$ cat config.mk
export PLATFORM = sky130hd
export DESIGN_NAME = euler_totient_trial_division
export DESIGN_NICKNAME = d
export VERILOG_FILES = /design/src/hw/rtl/ett_pkg.sv /design/src/hw/rtl/euler_totient_trial_division.sv
export SDC_FILE = /design/constraint.sdc
export NUM_CORES = 1
export LEC_CHECK = 0
export BUFFER_PORTS_ARGS = -buffer_cell sky130_fd_sc_hd__clkbuf_2
export CAP_MARGIN = 0
export CORE_MARGIN = 3
export CORE_UTILIZATION = 59
export CTS_CLUSTER_DIAMETER = 40
export DETAILED_ROUTE_END_ITERATION = 7
export PLACE_DENSITY = 0.89
export SYNTH_ARGS = -nofsm -noshare
export SYNTH_HDL_FRONTEND = slang
export SYNTH_SLANG_ARGS = --single-unit
$ cat constraint.sdc
create_clock -name clk -period 10.9 [get_ports clk]
set_input_delay 0.545 -clock clk [delete_from_list [all_inputs] [get_ports clk]]
set_output_delay 0.545 -clock clk [all_outputs]
set_load 0.02 [all_outputs]
$ cat src/hw/rtl/ett_pkg.sv
// shared types, microcode encoding and control store for the totient block
package ett_pkg;

    localparam int UPC_W = 5;

    // datapath operations
    typedef enum logic [3:0] {
        OP_NOP,
        OP_LOAD,
        OP_DIV_MP,
        OP_DIV_QP,
        OP_DIV_RP,
        OP_DIV_RM,
        OP_DIV_STEP,
        OP_SUB_R,
        OP_NEXT_P,
        OP_EMIT
    } op_t;

    // jump conditions
    typedef enum logic [3:0] {
        JC_NEVER,
        JC_ALWAYS,
        JC_NO_ACCEPT,
        JC_DIV_BUSY,
        JC_Q_LT_P,
        JC_REM_NZ,
        JC_REM_Z,
        JC_M_LE_1,
        JC_OUT_BUSY
    } cond_t;

    typedef struct packed {
        op_t              op;
        cond_t            cond;
        logic [UPC_W-1:0] target;
    } ctl_word_t;

    // control store addresses
    localparam logic [UPC_W-1:0] A_IDLE       = UPC_W'(0);
    localparam logic [UPC_W-1:0] A_DIV_MP     = UPC_W'(1);
    localparam logic [UPC_W-1:0] A_RUN_MP     = UPC_W'(2);
    localparam logic [UPC_W-1:0] A_TEST_STOP  = UPC_W'(3);
    localparam logic [UPC_W-1:0] A_TEST_REM   = UPC_W'(4);
    localparam logic [UPC_W-1:0] A_STRIP      = UPC_W'(5);
    localparam logic [UPC_W-1:0] A_RUN_STRIP  = UPC_W'(6);
    localparam logic [UPC_W-1:0] A_TEST_AGAIN = UPC_W'(7);
    localparam logic [UPC_W-1:0] A_DIV_RP     = UPC_W'(8);
    localparam logic [UPC_W-1:0] A_RUN_RP     = UPC_W'(9);
    localparam logic [UPC_W-1:0] A_SUB_RP     = UPC_W'(10);
    localparam logic [UPC_W-1:0] A_NEXT       = UPC_W'(11);
    localparam logic [UPC_W-1:0] A_FINAL      = UPC_W'(12);
    localparam logic [UPC_W-1:0] A_DIV_RM     = UPC_W'(13);
    localparam logic [UPC_W-1:0] A_RUN_RM     = UPC_W'(14);
    localparam logic [UPC_W-1:0] A_SUB_RM     = UPC_W'(15);
    localparam logic [UPC_W-1:0] A_EMIT       = UPC_W'(16);
    localparam logic [UPC_W-1:0] A_RETURN     = UPC_W'(17);

    // microprogram: a true condition jumps to target, else fall through
    function automatic ctl_word_t uc_rom(input logic [UPC_W-1:0] addr);
        ctl_word_t w;
        case (addr)
            A_IDLE:       w = '{op: OP_LOAD,     cond: JC_NO_ACCEPT, target: A_IDLE};
            A_DIV_MP:     w = '{op: OP_DIV_MP,   cond: JC_NEVER,     target: A_IDLE};
            A_RUN_MP:     w = '{op: OP_DIV_STEP, cond: JC_DIV_BUSY,  target: A_RUN_MP};
            A_TEST_STOP:  w = '{op: OP_NOP,      cond: JC_Q_LT_P,    target: A_FINAL};
            A_TEST_REM:   w = '{op: OP_NOP,      cond: JC_REM_NZ,    target: A_NEXT};
            A_STRIP:      w = '{op: OP_DIV_QP,   cond: JC_NEVER,     target: A_IDLE};
            A_RUN_STRIP:  w = '{op: OP_DIV_STEP, cond: JC_DIV_BUSY,  target: A_RUN_STRIP};
            A_TEST_AGAIN: w = '{op: OP_NOP,      cond: JC_REM_Z,     target: A_STRIP};
            A_DIV_RP:     w = '{op: OP_DIV_RP,   cond: JC_NEVER,     target: A_IDLE};
            A_RUN_RP:     w = '{op: OP_DIV_STEP, cond: JC_DIV_BUSY,  target: A_RUN_RP};
            A_SUB_RP:     w = '{op: OP_SUB_R,    cond: JC_NEVER,     target: A_IDLE};
            A_NEXT:       w = '{op: OP_NEXT_P,   cond: JC_ALWAYS,    target: A_DIV_MP};
            A_FINAL:      w = '{op: OP_NOP,      cond: JC_M_LE_1,    target: A_EMIT};
            A_DIV_RM:     w = '{op: OP_DIV_RM,   cond: JC_NEVER,     target: A_IDLE};
            A_RUN_RM:     w = '{op: OP_DIV_STEP, cond: JC_DIV_BUSY,  target: A_RUN_RM};
            A_SUB_RM:     w = '{op: OP_SUB_R,    cond: JC_NEVER,     target: A_IDLE};
            A_EMIT:       w = '{op: OP_EMIT,     cond: JC_OUT_BUSY,  target: A_EMIT};
            A_RETURN:     w = '{op: OP_NOP,      cond: JC_ALWAYS,    target: A_IDLE};
            default:      w = '{op: OP_NOP,      cond: JC_ALWAYS,    target: A_IDLE};
        endcase
        return w;
    endfunction

endpackage

$ cat src/hw/rtl/euler_totient_trial_division.sv
// euler totient by trial division, run by a microcoded sequencer
//
// one beat in (number) gives one beat out (totient, number_is_prime). the number
// is factored by trial division with candidates 2, 3, then 6k-1 and 6k+1; each
// candidate p costs one division of the cofactor m by p on a shared restoring
// divider that retires one quotient bit per cycle. the search ends as soon as
// m/p < p, which bounds it near sqrt(n)/3 + 2 candidates; every prime factor
// found adds one more division per repeated power plus one to scale the
// totient, and a leftover prime cofactor adds one final division. in_ready is
// high only while the sequencer sits at its idle step, and a finished result
// waits in an output register, so the next beat is taken even while the last
// result has not been collected. zero gives totient 0, one gives totient 1,
// and neither is flagged prime. no state is kept between beats and reset
// needs no clearing pass.
module euler_totient_trial_division
    import ett_pkg::*;
#(
    parameter int NUMBER_WIDTH = 32
) (
    input  logic                    clk,
    input  logic                    rst_n,
    input  logic                    in_valid,
    output logic                    in_ready,
    input  logic [NUMBER_WIDTH-1:0] number,
    output logic                    out_valid,
    input  logic                    out_ready,
    output logic [NUMBER_WIDTH-1:0] totient,
    output logic                    number_is_prime
);

    localparam int NW    = NUMBER_WIDTH;
    localparam int CNT_W = $clog2(NW + 1);
    localparam int INC_W = 3;

    localparam logic [CNT_W-1:0] CNT_FULL = CNT_W'(NW);
    localparam logic [CNT_W-1:0] CNT_LAST = CNT_W'(1);
    localparam logic [NW-1:0]    FIRST_P  = NW'(2);
    localparam logic [NW-1:0]    ONE      = NW'(1);
    localparam logic [NW-1:0]    LAST_LOW = NW'(3);
    localparam logic [INC_W-1:0] INC_ONE  = INC_W'(1);
    localparam logic [INC_W-1:0] INC_TWO  = INC_W'(2);
    localparam logic [INC_W-1:0] INC_SIX  = INC_W'(6);

    // sequencer
    logic [UPC_W-1:0] upc_reg, upc_next;
    ctl_word_t        ctl;

    // factoring datapath
    logic [NW-1:0]    n_reg, n_next;       // original number, for the prime flag
    logic [NW-1:0]    m_reg, m_next;       // cofactor left to factor
    logic [NW-1:0]    r_reg, r_next;       // running totient
    logic [NW-1:0]    p_reg, p_next;       // current candidate
    logic [INC_W-1:0] inc_reg, inc_next;   // step to the next candidate

    // shared divider: quo holds the dividend and shifts into the quotient
    logic [NW-1:0]    quo_reg, quo_next;
    logic [NW-1:0]    rem_reg, rem_next;
    logic [NW-1:0]    den_reg, den_next;
    logic [CNT_W-1:0] cnt_reg, cnt_next;
    logic [NW:0]      div_shift;
    logic [NW:0]      div_diff;
    logic             div_fits;

    // output register
    logic             out_valid_reg, out_valid_next;
    logic [NW-1:0]    totient_reg, totient_next;
    logic             prime_reg, prime_next;

    logic             accept;
    logic             out_busy;
    logic             emit;
    logic             jump;

    assign ctl      = uc_rom(upc_reg);
    assign in_ready = (ctl.op == OP_LOAD);
    assign accept   = in_valid && in_ready;
    assign out_busy = out_valid_reg && !out_ready;
    assign emit     = (ctl.op == OP_EMIT) && !out_busy;

    assign out_valid       = out_valid_reg;
    assign totient         = totient_reg;
    assign number_is_prime = prime_reg;

    // one restoring step: bring down the next dividend bit, subtract if it fits
    assign div_shift = {rem_reg, quo_reg[NW-1]};
    assign div_diff  = div_shift - {1'b0, den_reg};
    assign div_fits  = (div_shift >= {1'b0, den_reg});

    // jump condition
    always_comb
    begin
        case (ctl.cond)
            JC_NEVER:     jump = 1'b0;
            JC_ALWAYS:    jump = 1'b1;
            JC_NO_ACCEPT: jump = !accept;
            JC_DIV_BUSY:  jump = (cnt_reg != CNT_LAST);
            JC_Q_LT_P:    jump = (quo_reg < p_reg);
            JC_REM_NZ:    jump = (rem_reg != '0);
            JC_REM_Z:     jump = (rem_reg == '0);
            JC_M_LE_1:    jump = (m_reg <= ONE);
            JC_OUT_BUSY:  jump = out_busy;
            default:      jump = 1'b0;
        endcase
    end

    assign upc_next = jump ? ctl.target : upc_reg + UPC_W'(1);

    // datapath actions for the current control word
    always_comb
    begin
        n_next       = n_reg;
        m_next       = m_reg;
        r_next       = r_reg;
        p_next       = p_reg;
        inc_next     = inc_reg;
        quo_next     = quo_reg;
        rem_next     = rem_reg;
        den_next     = den_reg;
        cnt_next     = cnt_reg;
        totient_next = totient_reg;
        prime_next   = prime_reg;
        case (ctl.op)
            OP_LOAD:
            begin
                if (accept)
                begin
                    n_next   = number;
                    m_next   = number;
                    r_next   = number;
                    p_next   = FIRST_P;
                    inc_next = INC_ONE;
                end
            end
            OP_DIV_MP:
            begin
                quo_next = m_reg;
                rem_next = '0;
                den_next = p_reg;
                cnt_next = CNT_FULL;
            end
            OP_DIV_QP:
            begin
                // p divided m: keep the quotient and try p again
                m_next   = quo_reg;
                quo_next = quo_reg;
                rem_next = '0;
                den_next = p_reg;
                cnt_next = CNT_FULL;
            end
            OP_DIV_RP:
            begin
                quo_next = r_reg;
                rem_next = '0;
                den_next = p_reg;
                cnt_next = CNT_FULL;
            end
            OP_DIV_RM:
            begin
                quo_next = r_reg;
                rem_next = '0;
                den_next = m_reg;
                cnt_next = CNT_FULL;
            end
            OP_DIV_STEP:
            begin
                quo_next = {quo_reg[NW-2:0], div_fits};
                rem_next = div_fits ? div_diff[NW-1:0] : div_shift[NW-1:0];
                cnt_next = cnt_reg - CNT_LAST;
            end
            OP_SUB_R:
            begin
                // r times (1 - 1/p), the division is exact
                r_next = r_reg - quo_reg;
            end
            OP_NEXT_P:
            begin
                // 2, 3, 5, 7, 11, 13, ... : steps of 1, 2, then 2 and 4 in turn
                p_next   = p_reg + NW'(inc_reg);
                inc_next = (p_reg <= LAST_LOW) ? INC_TWO : INC_SIX - inc_reg;
            end
            OP_EMIT:
            begin
                if (emit)
                begin
                    totient_next = r_reg;
                    prime_next   = (n_reg > ONE) && (r_reg == n_reg - ONE);
                end
            end
            default:
            begin
            end
        endcase
    end

    // result beat stays until taken, a new one may load in the same cycle
    always_comb
    begin
        out_valid_next = out_valid_reg;
        if (out_ready)
        begin
            out_valid_next = 1'b0;
        end
        if (emit)
        begin
            out_valid_next = 1'b1;
        end
    end

    always_ff @(posedge clk or negedge rst_n)
    begin
        if (!rst_n)
        begin
            upc_reg       <= A_IDLE;
            out_valid_reg <= 1'b0;
        end
        else
        begin
            upc_reg       <= upc_next;
            out_valid_reg <= out_valid_next;
        end
    end

    always_ff @(posedge clk)
    begin
        n_reg       <= n_next;
        m_reg       <= m_next;
        r_reg       <= r_next;
        p_reg       <= p_next;
        inc_reg     <= inc_next;
        quo_reg     <= quo_next;
        rem_reg     <= rem_next;
        den_reg     <= den_next;
        cnt_reg     <= cnt_next;
        totient_reg <= totient_next;
        prime_reg   <= prime_next;
    end

endmodule

==> run summary <==
sum of buffers and inverters on the critical path = 1
cell type with the largest total area after synthesis = sky130_fd_sc_hd__edfxtp_1
setup repair after global routing missed its margin = no
top flip-flop cell by instance count after synthesis = sky130_fd_sc_hd__edfxtp_1
clock skew after layout = 0.01355 ns
outcome = finished clean
layout cell share with drive strength beyond 1 = 12.55%
share of synthesized flip-flops with an asynchronous set or reset = 2.206%
grt met3 use = 4.753%
post-synthesis cell count = 1684
final setup violating endpoints = 0
Critical Path Source Type = register
HPWL Detailed = 31890 um
Final #Nets = 1903
H-tree levels = 2
Top delay family on crit path = simple AND/OR/NAND/NOR gates
number of standard-cell rows in the floorplan = 61
Top cell by count, worst path = sky130_fd_sc_hd__nand2_1
overall die width = 176.3 um
total wirelength of the detailed-routed design = 45470 um
top achievable clock speed = 0.1982 GHz
I/O pin cnt = 71
share of the yosys chip area belonging to registers = 47.59%
cell-by-cell trace of the critical path = inv_1 > ha_1 > o21ai_0 > a21oi_4 > nand2_1 > nor2_1 > nand2_1 > o22ai_1
main area contributors after synthesis = sky130_fd_sc_hd__edfxtp_1 47%, sky130_fd_sc_hd__ha_1 8.0%, sky130_fd_sc_hd__xnor2_1 4.7%
most common library cell in the layout ignoring fill and taps = sky130_fd_sc_hd__edfxtp_1
total congestion overflow after global routing = 0
signal arrival time at the worst endpoint = 5.40 ns
remaining antenna violation count = 0
Fin. Hold Viols = 0
pin count of the biggest net entering global routing = 70
met1 Track Usage GR = 37.59%
post-CTS repair timing setup buffer count = 0
Area after DPL = 0.01787 mm2
Post-Syn Area = 0.01710 mm2
RD Place Congestion = 0.9593
DRC violation count after routing = 0
Req. time, crit path = 11.25 ns
Tcrit/Tclk final = 46.28%
number of synthesized flops with an enable pin = 266
clock buffer count from CTS = 39
slowest cell on the critical path = sky130_fd_sc_hd__nand2_1
post-synthesis to final-layout area growth = 12.01%
number of buffers added on ports = 70
worst-case headroom to the max-slew limit = 8.071%
Vias = 14195
clock slew at the register clock pins of the worst setup and hold paths = 0.06 ns
vias in the first global route = 13841
number of DRC markers after the initial detailed-route iteration = 1876
vias per std cell = 6.563
critical setup path kind = register to register
number of maximum-capacitance violations = 0
met2 Use GR = 48.87%
buffer type at the clock tree root = sky130_fd_sc_hd__clkbuf_16
CP Max Fanout = 39
total count of max-transition violations in the final report = 0
Post-Syn Nets = 1832
unique cell type count in the Yosys netlist = 70
Min Clock Period, post-route = 5.045 ns
worst hold path type = primary input to register
CTS tree = done
Clock Sinks = 272
Critical Path Sink Type = register
stage delay of the slowest cell on the critical path = 1.14 ns
fillcell total = 1949
Floorplan Core Area = 0.02816 mm2
mean post-synth cell area = 10.16 um2
Pre-antenna DRT Iters = 6
die boundary height = 176.3 um
quantity of gates resized following cts = 0
die area = 0.03106 mm2
Initial Utilization = 60.72%
global-route usage over all layers = 29.06%
Final TNS setup = 0 ns
Post-Layout Inst Area = 0.01915 mm2
global-route wire length before repair = 72710 um
initial antenna violation count = 1
share of the synthesized area in the top cell type = 46.71%
count of warnings emitted by yosys = 0
clock latency on the worst-skew pair = 0.53 ns
commonest cells after routing, fill and taps aside = 266 x sky130_fd_sc_hd__edfxtp_1, 150 x sky130_fd_sc_hd__nor2_1, 147 x sky130_fd_sc_hd__nand2_1, 128 x sky130_fd_sc_hd__inv_1, 109 x sky130_fd_sc_hd__ha_1
global route hottest layer = met2
wire per inst = 21.02 um
post-synthesis sequential element count = 272
slew at the pin closest to its max-slew limit = 1.376 ns
maximum root-to-sink buffer count = 3
n_diodes = 0
[cell usage after synthesis (39+ instances only)]
library cell                 n
sky130_fd_sc_hd__clkbuf_1   49
sky130_fd_sc_hd__inv_1     128
sky130_fd_sc_hd__o21ai_0   108
sky130_fd_sc_hd__a21o_1     44
sky130_fd_sc_hd__a21oi_1   110
sky130_fd_sc_hd__xor2_1     39
sky130_fd_sc_hd__o22ai_1    42
sky130_fd_sc_hd__xnor2_1    91
sky130_fd_sc_hd__nor2_1    152
sky130_fd_sc_hd__nand2_1   148
sky130_fd_sc_hd__ha_1      109
sky130_fd_sc_hd__edfxtp_1  266
[worst paths after layout]
kind	startpoint	endpoint	slack, ns	cells after the start
worst max-delay path	upc_reg[0]	rem_reg[28]	5.86	8
worst min-delay path	number[0]	n_reg[0]	0.24	1
worst max register to register	upc_reg[0]	rem_reg[28]	5.86	8
max in group asynchronous	rst_n	upc_reg[3]	10.37	2
worst min register to register	r_reg[14]	totient[14]	0.60	0
min in group asynchronous	rst_n	upc_reg[1]	0.37	2
[cell families after synthesis]
group	count (synthesis)	share of synthesized area (%)
AOI/OAI and AO/OA	403	14.42
xor gates and xnor gates	130	6.658
adders and majority gates	112	8.326
buffers and inverters	180	3.965
DFF	272	47.59
muxes	63	3.958
and+or+nand+nor	524	15.09
[layout make-up]
cell class,instances,area (um2),area share [%]
sequential,272,8138,42.48
tap,378,473.0,2.469
timing repair buffer,82,442.9,2.312
clock buffer,45,1020,5.324
clock inverter,26,251.5,1.313
multi-input combinational,1232,8349,43.59
inverter,128,480.5,2.508
[per-layer routing]
metal	wire, um	share of wire [%]
met3	4255	9.4
met4	1887	4.1
met2	22080	49
met5	9	0.020
met1	17240	38
[per-stage QoR]
stage               hold slack, ns  worst slack [ns]  util (%)  std cells
global route                0.2389             5.566     68.01       2163
finish                      0.2393             5.855     68.01       2163
CTS                         0.2316             5.913     68.01       2163
detailed placement          0.3790             6.083     63.46       2091
floorplan                   0.2494             6.109         -       1684
global placement            0.3759             6.359     63.46       2091
[repair_timing]
item | in CTS | in global routing
endpoints found under the hold margin | 6 | 0
hold buffers | 1 | 0
setup endpoints to repair | 0 | 0
Power is not shown: default switching activity piles up to over one toggle a cycle in this logic, so the estimate is an artifact.
